`src/hdl/lppb_pkg.sv`:
```
// shared types, codes and register defaults for the long-press power button controller
`default_nettype none
package lppb_pkg;

	localparam int HOLD_W   = 20;
	localparam int BLINK_W  = 16;
	localparam int ADDR_W   = 5;
	localparam int DATA_W   = 32;

	localparam logic [HOLD_W-1:0]  HOLD_MAX   = '1;
	localparam logic [BLINK_W-1:0] TOGGLE_MAX = '1;

	// register defaults
	localparam logic [HOLD_W-1:0]  HALT_HOLD_RST     = HOLD_W'(2000);
	localparam logic [HOLD_W-1:0]  BOOT_HOLD_RST     = HOLD_W'(10000);
	localparam logic [HOLD_W-1:0]  RESTORE_HOLD_RST  = HOLD_W'(15000);
	localparam logic [HOLD_W-1:0]  IGNORE_HOLD_RST   = HOLD_W'(20000);
	localparam logic [BLINK_W-1:0] HALT_BLINK_RST    = BLINK_W'(1000);
	localparam logic [BLINK_W-1:0] BOOT_BLINK_RST    = BLINK_W'(500);
	localparam logic [BLINK_W-1:0] RESTORE_BLINK_RST = BLINK_W'(250);

	// register indexes (byte address / 4)
	typedef enum logic [2:0] {
		REG_HALT_HOLD     = 3'd0,
		REG_BOOT_HOLD     = 3'd1,
		REG_RESTORE_HOLD  = 3'd2,
		REG_IGNORE_HOLD   = 3'd3,
		REG_HALT_BLINK    = 3'd4,
		REG_BOOT_BLINK    = 3'd5,
		REG_RESTORE_BLINK = 3'd6,
		REG_UNUSED        = 3'd7
	} reg_idx_t;

	typedef enum logic [1:0] {
		REQ_TICK     = 2'd0,
		REQ_BUTTON   = 2'd1,
		REQ_ACTIVATE = 2'd2,
		REQ_NONE     = 2'd3
	} req_type_t;

	typedef enum logic [1:0] {
		BM_STANDBY  = 2'd0,
		BM_ACTIVE   = 2'd1,
		BM_CHANGING = 2'd2
	} board_mode_t;

	typedef enum logic [1:0] {
		PM_ACTIVE  = 2'd0,
		PM_HALT    = 2'd1,
		PM_BOOT    = 2'd2,
		PM_RESTORE = 2'd3
	} press_mode_t;

	typedef enum logic [1:0] {
		ACT_NONE    = 2'd0,
		ACT_HALT    = 2'd1,
		ACT_REBOOT  = 2'd2,
		ACT_RESTORE = 2'd3
	} action_t;

	// configuration seen by the core
	typedef struct packed {
		logic [HOLD_W-1:0]  halt_hold;
		logic [HOLD_W-1:0]  boot_hold;
		logic [HOLD_W-1:0]  restore_hold;
		logic [HOLD_W-1:0]  ignore_hold;
		logic [BLINK_W-1:0] halt_blink;
		logic [BLINK_W-1:0] boot_blink;
		logic [BLINK_W-1:0] restore_blink;
	} cfg_t;

endpackage
`default_nettype wire

```
`src/hdl/lppb_regs.sv`:
```
// apb configuration registers for the long-press power button controller
`default_nettype none
module lppb_regs
	import lppb_pkg::*;
(
	input  wire logic              clk,
	input  wire logic              arst_n,
	input  wire logic              psel,
	input  wire logic              penable,
	input  wire logic              pwrite,
	input  wire logic [ADDR_W-1:0] paddr,
	input  wire logic [DATA_W-1:0] pwdata,
	output logic      [DATA_W-1:0] prdata,
	output logic                   pready,
	output cfg_t                   cfg
);

	cfg_t     cfg_q;
	reg_idx_t idx;
	logic     wr_en;

	assign pready = 1'b1;
	assign idx    = reg_idx_t'(paddr[ADDR_W-1:2]);
	assign wr_en  = psel & penable & pwrite & pready;
	assign cfg    = cfg_q;

	// register writes
	always_ff @(posedge clk or negedge arst_n) begin
		if (!arst_n) begin
			cfg_q.halt_hold     <= HALT_HOLD_RST;
			cfg_q.boot_hold     <= BOOT_HOLD_RST;
			cfg_q.restore_hold  <= RESTORE_HOLD_RST;
			cfg_q.ignore_hold   <= IGNORE_HOLD_RST;
			cfg_q.halt_blink    <= HALT_BLINK_RST;
			cfg_q.boot_blink    <= BOOT_BLINK_RST;
			cfg_q.restore_blink <= RESTORE_BLINK_RST;
		end else if (wr_en) begin
			unique case (idx)
				REG_HALT_HOLD:     cfg_q.halt_hold     <= pwdata[HOLD_W-1:0];
				REG_BOOT_HOLD:     cfg_q.boot_hold     <= pwdata[HOLD_W-1:0];
				REG_RESTORE_HOLD:  cfg_q.restore_hold  <= pwdata[HOLD_W-1:0];
				REG_IGNORE_HOLD:   cfg_q.ignore_hold   <= pwdata[HOLD_W-1:0];
				REG_HALT_BLINK:    cfg_q.halt_blink    <= pwdata[BLINK_W-1:0];
				REG_BOOT_BLINK:    cfg_q.boot_blink    <= pwdata[BLINK_W-1:0];
				REG_RESTORE_BLINK: cfg_q.restore_blink <= pwdata[BLINK_W-1:0];
				default: ;
			endcase
		end
	end

	// read mux
	always_comb begin
		prdata = '0;
		unique case (idx)
			REG_HALT_HOLD:     prdata = DATA_W'(cfg_q.halt_hold);
			REG_BOOT_HOLD:     prdata = DATA_W'(cfg_q.boot_hold);
			REG_RESTORE_HOLD:  prdata = DATA_W'(cfg_q.restore_hold);
			REG_IGNORE_HOLD:   prdata = DATA_W'(cfg_q.ignore_hold);
			REG_HALT_BLINK:    prdata = DATA_W'(cfg_q.halt_blink);
			REG_BOOT_BLINK:    prdata = DATA_W'(cfg_q.boot_blink);
			REG_RESTORE_BLINK: prdata = DATA_W'(cfg_q.restore_blink);
			default:           prdata = '0;
		endcase
	end

endmodule
`default_nettype wire

```
`src/hdl/lppb_core.sv`:
```
// input stage, controller state update and result register
`default_nettype none
module lppb_core
	import lppb_pkg::*;
(
	input  wire logic       clk,
	input  wire logic       arst_n,
	input  wire cfg_t       cfg,
	input  wire logic       s_tvalid,
	output logic            s_tready,
	input  wire logic [7:0] s_tdata,   // [0] button_pressed
	input  wire logic [1:0] s_tuser,   // [1:0] req_type
	output logic            m_tvalid,
	input  wire logic       m_tready,
	output logic      [7:0] m_tdata    // [0] led_on, [2:1] board_mode, [4:3] press_mode,
	                                   // [6:5] action
);

	// input stage
	logic      valid_s1;
	req_type_t req_s1;
	logic      pressed_s1;

	// controller state
	board_mode_t        board_q;
	press_mode_t        press_q;
	logic               holding_q;
	logic [HOLD_W-1:0]  hold_q;
	logic               led_q;
	logic [BLINK_W-1:0] toggle_q;
	logic               blink_en_q;

	// result register
	logic    out_valid_q;
	logic    out_led_q;
	action_t out_act_q;

	// next state
	board_mode_t        board_d;
	press_mode_t        press_d;
	logic               holding_d;
	logic [HOLD_W-1:0]  hold_d;
	logic               led_d;
	logic [BLINK_W-1:0] toggle_d;
	logic               blink_en_d;
	action_t            act_d;

	logic advance;

	assign advance  = valid_s1 & (~out_valid_q | m_tready);
	assign s_tready = ~valid_s1 | advance;
	assign m_tvalid = out_valid_q;
	assign m_tdata  = {1'b0, out_act_q, press_q, board_q, out_led_q};

	// input register
	always_ff @(posedge clk or negedge arst_n) begin
		if (!arst_n) begin
			valid_s1 <= 1'b0;
		end else if (s_tready) begin
			valid_s1 <= s_tvalid;
		end
	end

	always_ff @(posedge clk) begin
		if (s_tvalid && s_tready) begin
			req_s1     <= req_type_t'(s_tuser);
			pressed_s1 <= s_tdata[0];
		end
	end

	// per-item state update
	always_comb begin
		logic [BLINK_W-1:0] period;
		board_d    = board_q;
		press_d    = press_q;
		holding_d  = holding_q;
		hold_d     = hold_q;
		led_d      = led_q;
		toggle_d   = toggle_q;
		blink_en_d = blink_en_q;
		act_d      = ACT_NONE;
		period     = cfg.restore_blink;
		unique case (req_s1)
			REQ_TICK: begin
				if (toggle_q != TOGGLE_MAX)
					toggle_d = toggle_q + 1'b1;
				if (holding_q && hold_q != HOLD_MAX)
					hold_d = hold_q + 1'b1;
				if (blink_en_q) begin
					// pick press mode from hold time, ignore threshold first
					if (holding_q) begin
						if (hold_d >= cfg.ignore_hold)
							hold_d = '0;
						else if (hold_d >= cfg.restore_hold)
							press_d = PM_RESTORE;
						else if (hold_d >= cfg.boot_hold)
							press_d = PM_BOOT;
						else if (hold_d >= cfg.halt_hold)
							press_d = PM_HALT;
						else
							press_d = PM_ACTIVE;
					end
					// led update
					case (press_d)
						PM_HALT: period = cfg.halt_blink;
						PM_BOOT: period = cfg.boot_blink;
						default: period = cfg.restore_blink;
					endcase
					if (press_d == PM_ACTIVE) begin
						led_d    = 1'b1;
						toggle_d = '0;
					end else if (toggle_d >= period) begin
						led_d    = ~led_q;
						toggle_d = '0;
					end
				end
			end
			REQ_BUTTON: begin
				if (board_q == BM_ACTIVE) begin
					if (pressed_s1) begin
						holding_d  = 1'b1;
						hold_d     = '0;
						blink_en_d = 1'b1;
					end else begin
						// release starts the state change; from active or restore press mode the board stays active
						holding_d = 1'b0;
						hold_d    = '0;
						board_d   = BM_CHANGING;
						case (press_q)
							PM_HALT:    act_d = ACT_HALT;
							PM_BOOT:    act_d = ACT_REBOOT;
							PM_RESTORE: act_d = ACT_RESTORE;
							default:    act_d = ACT_NONE;
						endcase
						if (press_q == PM_ACTIVE || press_q == PM_RESTORE) begin
							led_d      = 1'b1;
							board_d    = BM_ACTIVE;
							press_d    = PM_ACTIVE;
							blink_en_d = 1'b0;
						end
					end
				end else if (board_q == BM_STANDBY) begin
					board_d = BM_CHANGING;
				end
			end
			REQ_ACTIVATE: begin
				led_d      = 1'b1;
				board_d    = BM_ACTIVE;
				press_d    = PM_ACTIVE;
				blink_en_d = 1'b0;
			end
			default: ;
		endcase
	end

	// state and result registers
	always_ff @(posedge clk or negedge arst_n) begin
		if (!arst_n) begin
			board_q     <= BM_STANDBY;
			press_q     <= PM_BOOT;
			holding_q   <= 1'b0;
			hold_q      <= '0;
			led_q       <= 1'b0;
			toggle_q    <= '0;
			blink_en_q  <= 1'b1;
			out_valid_q <= 1'b0;
			out_led_q   <= 1'b0;
			out_act_q   <= ACT_NONE;
		end else begin
			if (advance) begin
				board_q    <= board_d;
				press_q    <= press_d;
				holding_q  <= holding_d;
				hold_q     <= hold_d;
				led_q      <= led_d;
				toggle_q   <= toggle_d;
				blink_en_q <= blink_en_d;
				out_led_q  <= led_d;
				out_act_q  <= act_d;
			end
			if (advance)
				out_valid_q <= 1'b1;
			else if (m_tready)
				out_valid_q <= 1'b0;
		end
	end

endmodule
`default_nettype wire

```
`src/hdl/long_press_power_button_controller_top.sv`:
```
// Long-press power button controller, top level.
// An input transfer passes the input register, then the state update into the
// result register, before its result transfer.
// Throughput: one item per cycle unless m_tready stalls; the state update is
// one pass of compares and counter increments from input to result register.
// Reset: arst_n clears control state asynchronously; registers take their defaults.
`default_nettype none
module long_press_power_button_controller_top
	import lppb_pkg::*;
(
	input  wire logic              clk,
	input  wire logic              arst_n,
	// configuration
	input  wire logic              psel,
	input  wire logic              penable,
	input  wire logic              pwrite,
	input  wire logic [ADDR_W-1:0] paddr,
	input  wire logic [DATA_W-1:0] pwdata,
	output logic      [DATA_W-1:0] prdata,
	output logic                   pready,
	// requests
	input  wire logic              s_tvalid,
	output logic                   s_tready,
	input  wire logic [7:0]        s_tdata,   // [0] button_pressed
	input  wire logic [1:0]        s_tuser,   // [1:0] req_type
	// results
	output logic                   m_tvalid,
	input  wire logic              m_tready,
	output logic      [7:0]        m_tdata    // [0] led_on, [2:1] board_mode,
	                                          // [4:3] press_mode, [6:5] action
);

	cfg_t cfg;

	lppb_regs u_regs (
		.clk     (clk),
		.arst_n  (arst_n),
		.psel    (psel),
		.penable (penable),
		.pwrite  (pwrite),
		.paddr   (paddr),
		.pwdata  (pwdata),
		.prdata  (prdata),
		.pready  (pready),
		.cfg     (cfg)
	);

	lppb_core u_core (
		.clk      (clk),
		.arst_n   (arst_n),
		.cfg      (cfg),
		.s_tvalid (s_tvalid),
		.s_tready (s_tready),
		.s_tdata  (s_tdata),
		.s_tuser  (s_tuser),
		.m_tvalid (m_tvalid),
		.m_tready (m_tready),
		.m_tdata  (m_tdata)
	);

endmodule
`default_nettype wire

```
`config.mk`:
```
export PLATFORM = sky130hd
export DESIGN_NAME = long_press_power_button_controller_top
export DESIGN_NICKNAME = d
export VERILOG_FILES = /design/src/hdl/lppb_pkg.sv /design/src/hdl/lppb_regs.sv /design/src/hdl/lppb_core.sv /design/src/hdl/long_press_power_button_controller_top.sv
export SDC_FILE = /design/constraint.sdc
export NUM_CORES = 1
export LEC_CHECK = 0
export BUFFER_PORTS_ARGS = -buffer_cell sky130_fd_sc_hd__buf_2
export CAP_MARGIN = 0
export CORE_MARGIN = 8
export CORE_UTILIZATION = 50
export DETAILED_ROUTE_END_ITERATION = 16
export GPL_ROUTABILITY_DRIVEN = 0
export PLACE_DENSITY = 0.73
export SETUP_SLACK_MARGIN = 0.05
export SYNTH_ARGS = -nofsm -noshare
export SYNTH_HDL_FRONTEND = slang
export SYNTH_SLANG_ARGS = --single-unit
```
`constraint.sdc`:
```
create_clock -name clk -period 7.7 [get_ports clk]
set_clock_uncertainty 0.05 [all_clocks]
set_input_delay 0.385 -clock clk [delete_from_list [all_inputs] [get_ports clk]]
set_output_delay 0.385 -clock clk [all_outputs]
set_load 0.02 [all_outputs]
```
Word level (Yosys, flattened, before mapping)
Index checks and enable logic that the tools add are counted.
Cells by class
  $add $sub $neg: 2
  order comparisons: 5
  equality and inequality tests: 24
  mux-type cells: 51
  bitwise operators: 8
  reductions and logical operators: 26
Operators by type and width (count)
  $pmux W20 S7: 1
  $mux W20: 6
  $mux W16: 7
  $ge A20 B20 Y1: 4
  $pmux W20 S2: 1
  $mux W2: 17
  $pmux W16 S2: 1
  $add A20 B1 Y20 const B: 1
  $ne A20 B20 Y1 const B: 1
  $add A16 B1 Y16 const B: 1
  $ge A16 B16 Y1: 1
  $ne A16 B16 Y1 const B: 1
  $reduce_and A2 Y1: 8
  $mux W1: 13
  $pmux W2 S3: 2
  $eq A3 B3 Y1 const B: 3
  $ne A3 B1 Y1 const B: 3
  $eq A2 B1 Y1 const B: 4
  $eq A2 B2 Y1 const B: 4
  $logic_not A2 Y1: 4
  $reduce_and A4 Y1: 2
  $reduce_and A7 Y1: 1
  $eq A3 B2 Y1 const B: 2
  $ne A2 B1 Y1 const B: 3
  other kinds (16): 25
Word-level totals
  flip-flop bits (word level): 178
  bits of input ports: 54

Longest topological paths before layout
Gate-level depths: netlist of the first run.
  word-level depth: 21
  mapped depth: 31

Modules after synthesis
A second synthesis of the first run with hierarchy kept.
Unflattened totals
  cells, all modules: 1168
  area total of the unflattened synthesis: 12121.6 µm²
Modules (own cells, without submodules)
  lppb_regs: times used 1, cells each 455, area each 6367.4 µm²
  lppb_core: times used 1, cells each 713, area each 5754.3 µm²

Worst setup path after synthesis of the first run
OpenSTA, ideal clock, no wires.
  path kind: reg2reg
  start: reg u_core.hold_q[6]
  end: reg u_core.toggle_q[10]
  arrival time: 5.850 ns
  required time: 7.518 ns
  path slack: 1.668 ns
  stages on the path, launching flop included: 30
  path buffers: 5
  cell sequence: dfrtp_1 -> buf_2 -> nand4_1 -> nor4_2 -> nand2_1 -> and2_1 -> clkbuf_1 -> xnor2_1 -> ha_1 -> nand2b_4 -> a2111oi_2 -> nor3_1 -> a221o_1 -> nor3_1 -> o2bb2ai_1 -> inv_1 -> ha_1 -> clkbuf_1 -> clkbuf_1 -> a22oi_1 -> a21oi_1 -> ha_1 -> nand2b_1 -> a21o_1 -> a211oi_1 -> o311a_1 -> a211oi_1 -> o211a_1 -> clkbuf_1 -> nor2_1
On the way
  cells in the longest elaborated chain, start to end: 20
RTL lines
  start, declared: line lppb_core.sv:28  | logic [HOLD_W-1:0] hold_q;
  start signal, assigned: line lppb_core.sv:174  | hold_q <= hold_d;
  branches (longest 2 deep; another with $add A20 B1 Y20)
  $mux W20 (*): line lppb_core.sv:87  | if (holding_q && hold_q != HOLD_MAX)
  $mux W20 (*): line lppb_core.sv:83  | unique case (req_s1)
  $ge A20 B20 Y1: line lppb_core.sv:98  | else if (hold_d >= cfg.halt_hold)
  $mux W1: line lppb_core.sv:98
  $mux W2: line lppb_core.sv:96  | else if (hold_d >= cfg.boot_hold)
  $mux W2: line lppb_core.sv:94  | else if (hold_d >= cfg.restore_hold)
  $mux W2 (*): line lppb_core.sv:92  | if (hold_d >= cfg.ignore_hold)
  [3 not listed]
  $eq A2 B2 Y1 / $eq A2 B1 Y1 (equally long branches): line lppb_core.sv:104  | case (press_d)
  $pmux W16 S2: line lppb_core.sv:104
  $mux W16: line lppb_core.sv:89  | if (blink_en_q) begin
  $mux W16: line lppb_core.sv:83
  $ge A16 B16 Y1: line lppb_core.sv:112  | end else if (toggle_d >= period) begin
  $mux W16: line lppb_core.sv:112
  $mux W16 (*): line lppb_core.sv:109  | if (press_d == PM_ACTIVE) begin
  $mux W16 (*): line lppb_core.sv:89
  end signal, assigned: line lppb_core.sv:176  | toggle_q <= toggle_d;
  end, declared: line lppb_core.sv:30  | logic [BLINK_W-1:0] toggle_q;
Mark *: on every way between the ends. The select of a mux whose other input is x is not followed.
A chain may end at the register's enable or synchronous reset.

Final worst setup path of the first run
  start: reg u_core.hold_q[4]
  end: reg u_core.toggle_q[13]
The elaborated chain is that of the path after synthesis.

==> results.md, run 1 <==
- Status: complete, no violations
- Slew @ Worst Pin: 1.191 ns
- Synth cell types: 64
- Hold path cells: 1
- Hold WC Path Type: input pin to flip-flop
- Clock buffer count from CTS: 17
- Worst VDD drop: 0.2144 mV
- CP bufs+invs: 1
- Fmax: 0.1420 GHz
- Register area share after synthesis: 39.06%
- I/O pins: 97
- Switching Fraction: 38.28%
- Die height: 168.2 um
- Yosys warning count: 0
- Clock slew at reported path FFs: 0.07 ns
- Pwr Total: 3.438 mW
- Final period utilization: 91.45%
- Xor-xnor portion of the synthesized cell area: 3.101%
- Synthesized instance count: 1,218
- Power per cell area: 272.6 mW/mm^2
- DR pass1 iterations: 5
- Detailed Route WL: 30,480 um
- Yosys top cell by area: dfrtp_1
- DRC: 0
- Core area: 0.02271 sq mm
- CP Class: flip-flop to flip-flop
- HPWL Detailed: 22,150 um
- Placed insts: 1,514
- Die area: 0.02828 sq mm
- Synth Register Bits: 178
- H-tree Lvls: 4
- Total GRT Usage: 21.93%
- Slowest CP cell: xor2_1
- Cell depth of the worst flop-to-flop path: 25
- Internal power: 2.122 mW
- Number of global-route vias before repair: 9,207
- Top post-synthesis cells by area: dfrtp_1, ha_1, dfstp_2, mux2_2, o21ai_0
- Area share of the largest cell type after synthesis: 28.53%
- Total gr overflow: 0
- Design area: 0.01261 sq mm
- CP max FO: 16
- Latest clock arrival within the worst-skew pair: 0.44 ns
- CP peak stage delay: 0.50 ns
- Via density: 5.950
- Initial antenna violation count: 0
- Family with the most delay on the worst path: compound AO/OA/AOI/OAI gates
- Rel. slew slack: 20.62%
- Worst setup EP type: flip-flop
- Post-synth top flop: dfrtp_1
- Share of cells above drive strength 1: 19.33%
- Clock Power Share: 24.7%
- Req. time, crit path: 7.99 ns
- CTS tree: built
- Largest net degree at the start of global routing: 70
- Row count: 55
- Post-CTS setup buffer count: 0
- Dominant cell by count in the synthesized netlist: nand2_1
- Mux cell area share after synthesis: 11.50%
- Post-synth EDFFs: 3
- First-pass GRT wire length: 49,220 um
- Mapped Area: 0.01158 sq mm
- Compound-Gate Fraction of Synth Area: 14.71%
- Net Sw Power: 1.316 mW
- Die W: 168.2 um
- Post-synthesis adder-cell area fraction: 11.78%
- Combinational share of power: 37.3%
- FFs w/ async S/R, synth: 98.31%
- Detail Route Antenna Nets: 0
- Fin. Hold Viols: 0
- CTS sink cnt: 178
- Setup WS pre-CTS: 0.8314 ns
- Filler cell count: 1,969
- Hold_sp: s_tuser[0]
- Average size of a mapped cell: 9.506 sq um
- Clk root buf: clkbuf_16
- Hold endpoint: u_core.req_s1[0]
- Initial core utilization: 50.99%
- Setup_tns: 0 ns
- Placed inst area: 0.01204 sq mm
- Final cell count without fillers: 1,547
- Initial drt markers: 823
- Area Growth Syn to Fin: 8.926%
- Final setup margin: 0.6586 ns
- Vias post-DR: 9,204
- Port Buffers: 61
- Simple-Gate Fraction of Synth Area: 13.75%
- Ant diodes: 0
- Max-slew violations: 0
- Worst Setup Start Kind: flip-flop
- Nets: 1,412
- Leak pwr: 5.918 nW
- Most frequent cells after synthesis: nand2_1, dfrtp_1, ha_1, o21ai_0, inv_1
- Worst r2r src: u_core.hold_q[4]
- Drt wl/cell: 19.71 um
- R2r setup slk: 0.66 ns
- Largest family of logic cells by synthesized area: compound AO/OA/AOI/OAI gates
- RSZ-0062 raised after global routing: false
- Critical R2R Capture: u_core.toggle_q[13]
- Crit path time final: 7.041 ns
- Longest Clk Path Bufs: 2
- Sequential share of power: 38.0%
- CP Data Arrival Time: 7.33 ns
- Final setup violation count: 0
- Max-cap viol count: 0
[metal layers]
| layer | vias to the layer above | part of all wire (%) | GRT usage [%] |
|---|---|---|---|
| li1 | 4356 | - | - |
| met1 | 4489 | 43 | 28.76 |
| met2 | 300 | 47 | 35.60 |
| met3 | 59 | 6.1 | 3.274 |
| met4 | 0 | 3.2 | 9.472 |
| met5 | - | 0 | 0 |
[sequential cells by signal (all words and copies together), names as in the netlist, 2 cells and up]
name              flops
u_core.board_q        2
u_core.toggle_q      16
u_core.hold_q        20
u_core.press_q        2
u_core.req_s1         2
u_core.out_act_q      2
u_regs.cfg          128
[through the flow]
| step | hold WS, ns | utilization [%] |
|---|---|---|
| global placement | 0.3560 | 53.02 |
| CTS | 0.06343 | 55.54 |
| finish | 0.07452 | 55.54 |
| detailed placement | 0.3506 | 53.02 |
| floorplan | 0.03941 | - |
| global route | 0.06772 | 55.54 |
[layout make-up]
type | count | area (sq um) | share of cell area (%)
Clock inverter | 8 | 77.57 | 0.6151
Multi-Input combinational cell | 887 | 6411 | 50.83
Sequential cell | 178 | 4523 | 35.86
Clock buffer | 24 | 483.0 | 3.829
Inverter | 89 | 334.1 | 2.649
Tap cell | 285 | 356.6 | 2.827
Timing Repair Buffer | 76 | 426.7 | 3.383
[repair_timing]
item / CTS / global route
hold buffers: 1 / 0
resized for setup: 0 / 0
endpoints found under the setup margin: 0 / 0
endpoints found under the hold margin: 33 / 0
[power by group through the flow]
stage	Clock [mW]	Sequential, mW	Combinational [mW]
after global routing	0.891	1.33	1.43
after global placement	0	1.31	1.23
after detailed placement	0	1.32	1.27
after CTS	0.857	1.30	1.28
after floorplan	0	1.27	0.897
final	0.848	1.31	1.28
[worst register-to-register path: stages (launching register included)]
cell and delay, ns:
dfrtp_1 0.42, and3_1 0.29, and3_1 0.26, a21oi_2 0.40, and3_1 0.23, xor2_1 0.50
ha_1 0.36, a21oi_1 0.22, o21ai_0 0.21, a2111oi_0 0.43, a21oi_1 0.15, nand3b_1 0.18
o2bb2ai_1 0.29, inv_1 0.12, ha_1 0.49, a22oi_1 0.17, nand2_1 0.09, o21ai_0 0.15
ha_1 0.33, a21o_1 0.18, a21o_1 0.17, a21oi_1 0.19, o311a_1 0.19, a211oi_1 0.07
o211a_1 0.46, a311oi_1 0.33
[cells by family (layout without fill, tap and decap cells)]
kind of cell / Yosys count / in the layout
AOI/OAI and AO/OA: 271 / 271
other: 2 / 14
buffers and inverters: 165 / 197
adders and majority gates: 109 / 109
muxes: 112 / 112
xor gates and xnor gates: 41 / 41
and+or+nand+nor: 340 / 340
DFF: 178 / 178
[cells in the final DEF (no fill, tap or decap), types with 19 or more instances in the layout]
master	count
a22oi_1	26
ha_1	109
dfstp_2	43
xnor2_1	27
nand2_1	138
a21oi_1	57
mux2i_1	25
inv_1	89
nor2_1	77
nand4_1	25
buf_2	60
o21ai_0	105
mux2_2	78
dfrtp_1	132
nand3_1	19
[worst max path at each step]
stage / from / to / slack, ns / depth (start not counted)
2_1_floorplan: u_core.hold_q[6] / u_core.toggle_q[10] / 1.67 / 29
3_3_place_gp: u_core.hold_q[6] / u_core.toggle_q[1] / 0.87 / 23
3_5_place_dp: u_core.hold_q[6] / u_core.toggle_q[13] / 0.83 / 25
4_1_cts: u_core.hold_q[6] / u_core.toggle_q[13] / 0.79 / 25
5_1_grt: u_core.hold_q[4] / u_core.toggle_q[13] / 0.15 / 25
6_report: u_core.hold_q[4] / u_core.toggle_q[13] / 0.66 / 25
Power figures use the tool's default switching activity.
==> run 2, diff against run 1 <==
--- a/config.mk
+++ b/config.mk
@@ -7,11 +7,14 @@
 export LEC_CHECK = 0
 export BUFFER_PORTS_ARGS = -buffer_cell sky130_fd_sc_hd__buf_2
 export CAP_MARGIN = 0
+export CELL_PAD_IN_SITES_DETAIL_PLACEMENT = 1
+export CELL_PAD_IN_SITES_GLOBAL_PLACEMENT = 2
 export CORE_MARGIN = 8
-export CORE_UTILIZATION = 50
+export CORE_UTILIZATION = 42
 export DETAILED_ROUTE_END_ITERATION = 16
 export GPL_ROUTABILITY_DRIVEN = 0
-export PLACE_DENSITY = 0.73
+export PLACE_DENSITY = 0.91
+export REMOVE_ABC_BUFFERS = 1
 export SETUP_SLACK_MARGIN = 0.05
 export SYNTH_ARGS = -nofsm -noshare
 export SYNTH_HDL_FRONTEND = slang
==> constraint.sdc (replaced) <==
create_clock -name clk -period 8.7 [get_ports clk]
set_clock_uncertainty 0.05 [all_clocks]
set_input_delay 0.435 -clock clk [delete_from_list [all_inputs] [get_ports clk]]
set_output_delay 0.435 -clock clk [all_outputs]
set_load 0.02 [all_outputs]
==> run 2 against run 1 <==
Compared with the run above:
- maximum frequency decreased by 8.6%
- worst hold slack improved by 0.042 ns
- combinational power shrank 4%
- critical path type unchanged
- total power fell by 8.4%
- highest routed layer unchanged
- utilization down 8.5 points
- non-clock buffer count grew 3
- sequential cell count did not move
- critical path depth decreased by 2
- setup slack improved by 0.34 ns
==> results.md, run 2 (synthesis results as in run 1) <==
- Initial drt markers: 623 (-24%)
- Largest net degree at the start of global routing: 66 (-5.7%)
- Util after Layout: 47.04% (-8.5 points)
- DR pass1 iterations: 5 (unchanged)
- CTS tree: built
- Final cell count without fillers: 1,606 (+3.8%)
- Final period utilization: 88.58% (-2.9 points)
- Setup_tns: 0 ns (unchanged)
- Design area: 0.01271 sq mm (+0.80%)
- Initial core utilization: 42.84% (-8.1 points)
- Latest clock arrival within the worst-skew pair: 0.45 ns (about the same)
- Filler cell count: 3,124 (+59%)
- Ant diodes: 0 (unchanged)
- CP Data Arrival Time: 7.94 ns (+0.61 ns)
- Hold_sp: s_tdata[0]
- Detailed Route WL: 35,120 um (+15%)
- Hold endpoint: u_core.pressed_s1
- Status: complete, no violations
- Pwr Total: 3.150 mW (-8.4%)
- Row count: 60 (+9.1%)
- Die area: 0.03314 sq mm (+17%)
- Initial antenna violation count: 0 (unchanged)
- H-tree Lvls: 4 (unchanged)
- Placed inst area: 0.01213 sq mm (+0.77%)
- Fin. Hold Viols: 0 (unchanged)
- Max reg flops: 128 (unchanged)
- Die height: 182.0 um (+8.2%)
- Total GRT Usage: 21.38% (-0.55 points)
- Area Growth Syn to Fin: 9.801%
- CTS sink cnt: 178 (unchanged)
- Multi-input logic area: 0.006411 sq mm (unchanged)
- Via density: 5.875 (-1.2%)
- RSZ-0062 raised after global routing: false
- Fmax: 0.1298 GHz (-8.6%)
- Register area: 0.004523 sq mm (unchanged)
- Detail Route Antenna Nets: 0 (unchanged)
- Total gr overflow: 0 (unchanged)
- Max-cap viol count: 0 (unchanged)
- Longest Clk Path Bufs: 2 (unchanged)
- Drt wl/cell: 21.87 um (+11%)
- Leak pwr: 5.930 nW (+0.19%)
- Commonest non-fill, non-tap cell in the layout: nand2_1
- Worst VDD drop: 0.1310 mV (-39%)
- Die W: 182.0 um (+8.2%)
- Rel. slew slack: 15.35% (-5.3 points)
- Crit path time final: 7.706 ns (+0.6649 ns)
- Power per cell area: 247.8 mW/mm^2 (-9.1%)
- Core area: 0.02703 sq mm (+19%)
- Most frequent cells in the layout: nand2_1, dfrtp_1, ha_1, o21ai_0, inv_1
- DRC: 0 (unchanged)
- Nets: 1,415 (+0.21%)
- Max-slew violations: 0 (unchanged)
- Worst setup EP type: flip-flop
- Critical R2R Capture: u_core.toggle_q[10]
- I/O pins: 97 (unchanged)
- Worst r2r src: u_core.hold_q[3]
- Req. time, crit path: 8.93 ns (+0.94 ns)
- Worst Setup Start Kind: flip-flop
- Number of global-route vias before repair: 9,971 (+8.3%)
- Share of cells above drive strength 1: 19.84% (+0.51 points)
- CP Class: flip-flop to flip-flop
- Final setup margin: 0.9937 ns (+0.3351 ns)
- Clock slew at reported path FFs: 0.07 ns (about the same)
- Post-CTS setup buffer count: 0 (unchanged)
- Cell depth of the worst flop-to-flop path: 23 (-8.0%)
- Hold WC Path Type: input pin to flip-flop
- Clock buffer count from CTS: 17 (unchanged)
- Clk root buf: clkbuf_16
- Port Buffers: 61 (unchanged)
- WHS: 0.1162 ns (+0.04164 ns)
- Setup WS pre-CTS: 1.121 ns (+0.2892 ns)
- Hold path cells: 1 (unchanged)
- Vias post-DR: 9,436 (+2.5%)
- Placed insts: 1,573 (+3.9%)
- Final setup violation count: 0 (unchanged)
- First-pass GRT wire length: 56,030 um (+14%)
- R2r setup slk: 0.99 ns (+0.34 ns)
- HPWL Detailed: 25,370 um (+15%)
- Slew @ Worst Pin: 1.268 ns (+0.07768 ns)
- CP max FO: 16 (unchanged)
## run 2: changes by cell type in the layout (fill, tap and decap cells not counted)
cell,change
clkinv_4,+2
clkbuf_16,-1
clkinvlp_4,+2
inv_6,+3
buf_4,+3
clkinv_2,-2
clkbuf_1,-4
## run 2: worst max path at each step
stage	startpoint	to	slack [ns]	depth (start not counted)
after floorplan	u_core.hold_q[6]	u_core.toggle_q[13]	2.89	23
after global placement	u_core.hold_q[3]	u_core.toggle_q[1]	1.35	23
after detailed placement	u_core.hold_q[3]	u_core.toggle_q[1]	1.12	23
after CTS	u_core.hold_q[4]	u_core.toggle_q[10]	1.05	23
after global routing	u_core.hold_q[4]	u_core.toggle_q[10]	0.63	23
final	u_core.hold_q[3]	u_core.toggle_q[10]	0.99	23
## run 2: final cells by class
type,instances,area share (%)
multi-input combinational,887,50.43
timing repair buffer,79,3.533
clock buffer,19,3.484
tap,341,3.356
inverter,89,2.628
sequential,178,35.58
clock inverter,13,0.9940
## run 2: power by group
part	total, mW	switching, mW	internal [mW]	leakage (nW)
logic	1.23	0.757	0.470	3.53
registers	1.15	0.137	1.02	2.14
clock network	0.768	0.361	0.407	0.267
## run 2: worst max-delay path, stage by stage (launching register included)
cell,delay [ns]
dfrtp_1,0.44
and3_1,0.28
and3_1,0.28
a21oi_2,0.43
nand3_1,0.16
xnor2_1,0.60
ha_1,0.39
a21oi_1,0.17
o21ai_0,0.17
a221oi_1,0.48
nand2_1,0.14
nor2_1,0.23
a2bb2oi_1,0.35
inv_1,0.12
ha_1,0.72
a21oi_1,0.29
ha_1,0.36
nand2b_1,0.10
a21o_1,0.12
a211oi_1,0.07
o311a_1,0.36
a211oi_1,0.43
o211a_1,0.62
nor2_1,0.16
## run 2: what timing repair did
action                                 CTS  global route
hold buffers                             1             0
endpoints found under the hold margin   39             0
gates resized for setup                  0             0
## run 2: routing by layer
| layer | up-vias | track usage, % | routed length (um) |
|---|---|---|---|
| li1 | 4353 | - | - |
| met1 | 4834 | 27.39 | 15630 |
| met2 | 195 | 36.20 | 17460 |
| met3 | 54 | 3.214 | 1167 |
| met4 | 0 | 7.445 | 867 |
| met5 | - | 0 | 0 |
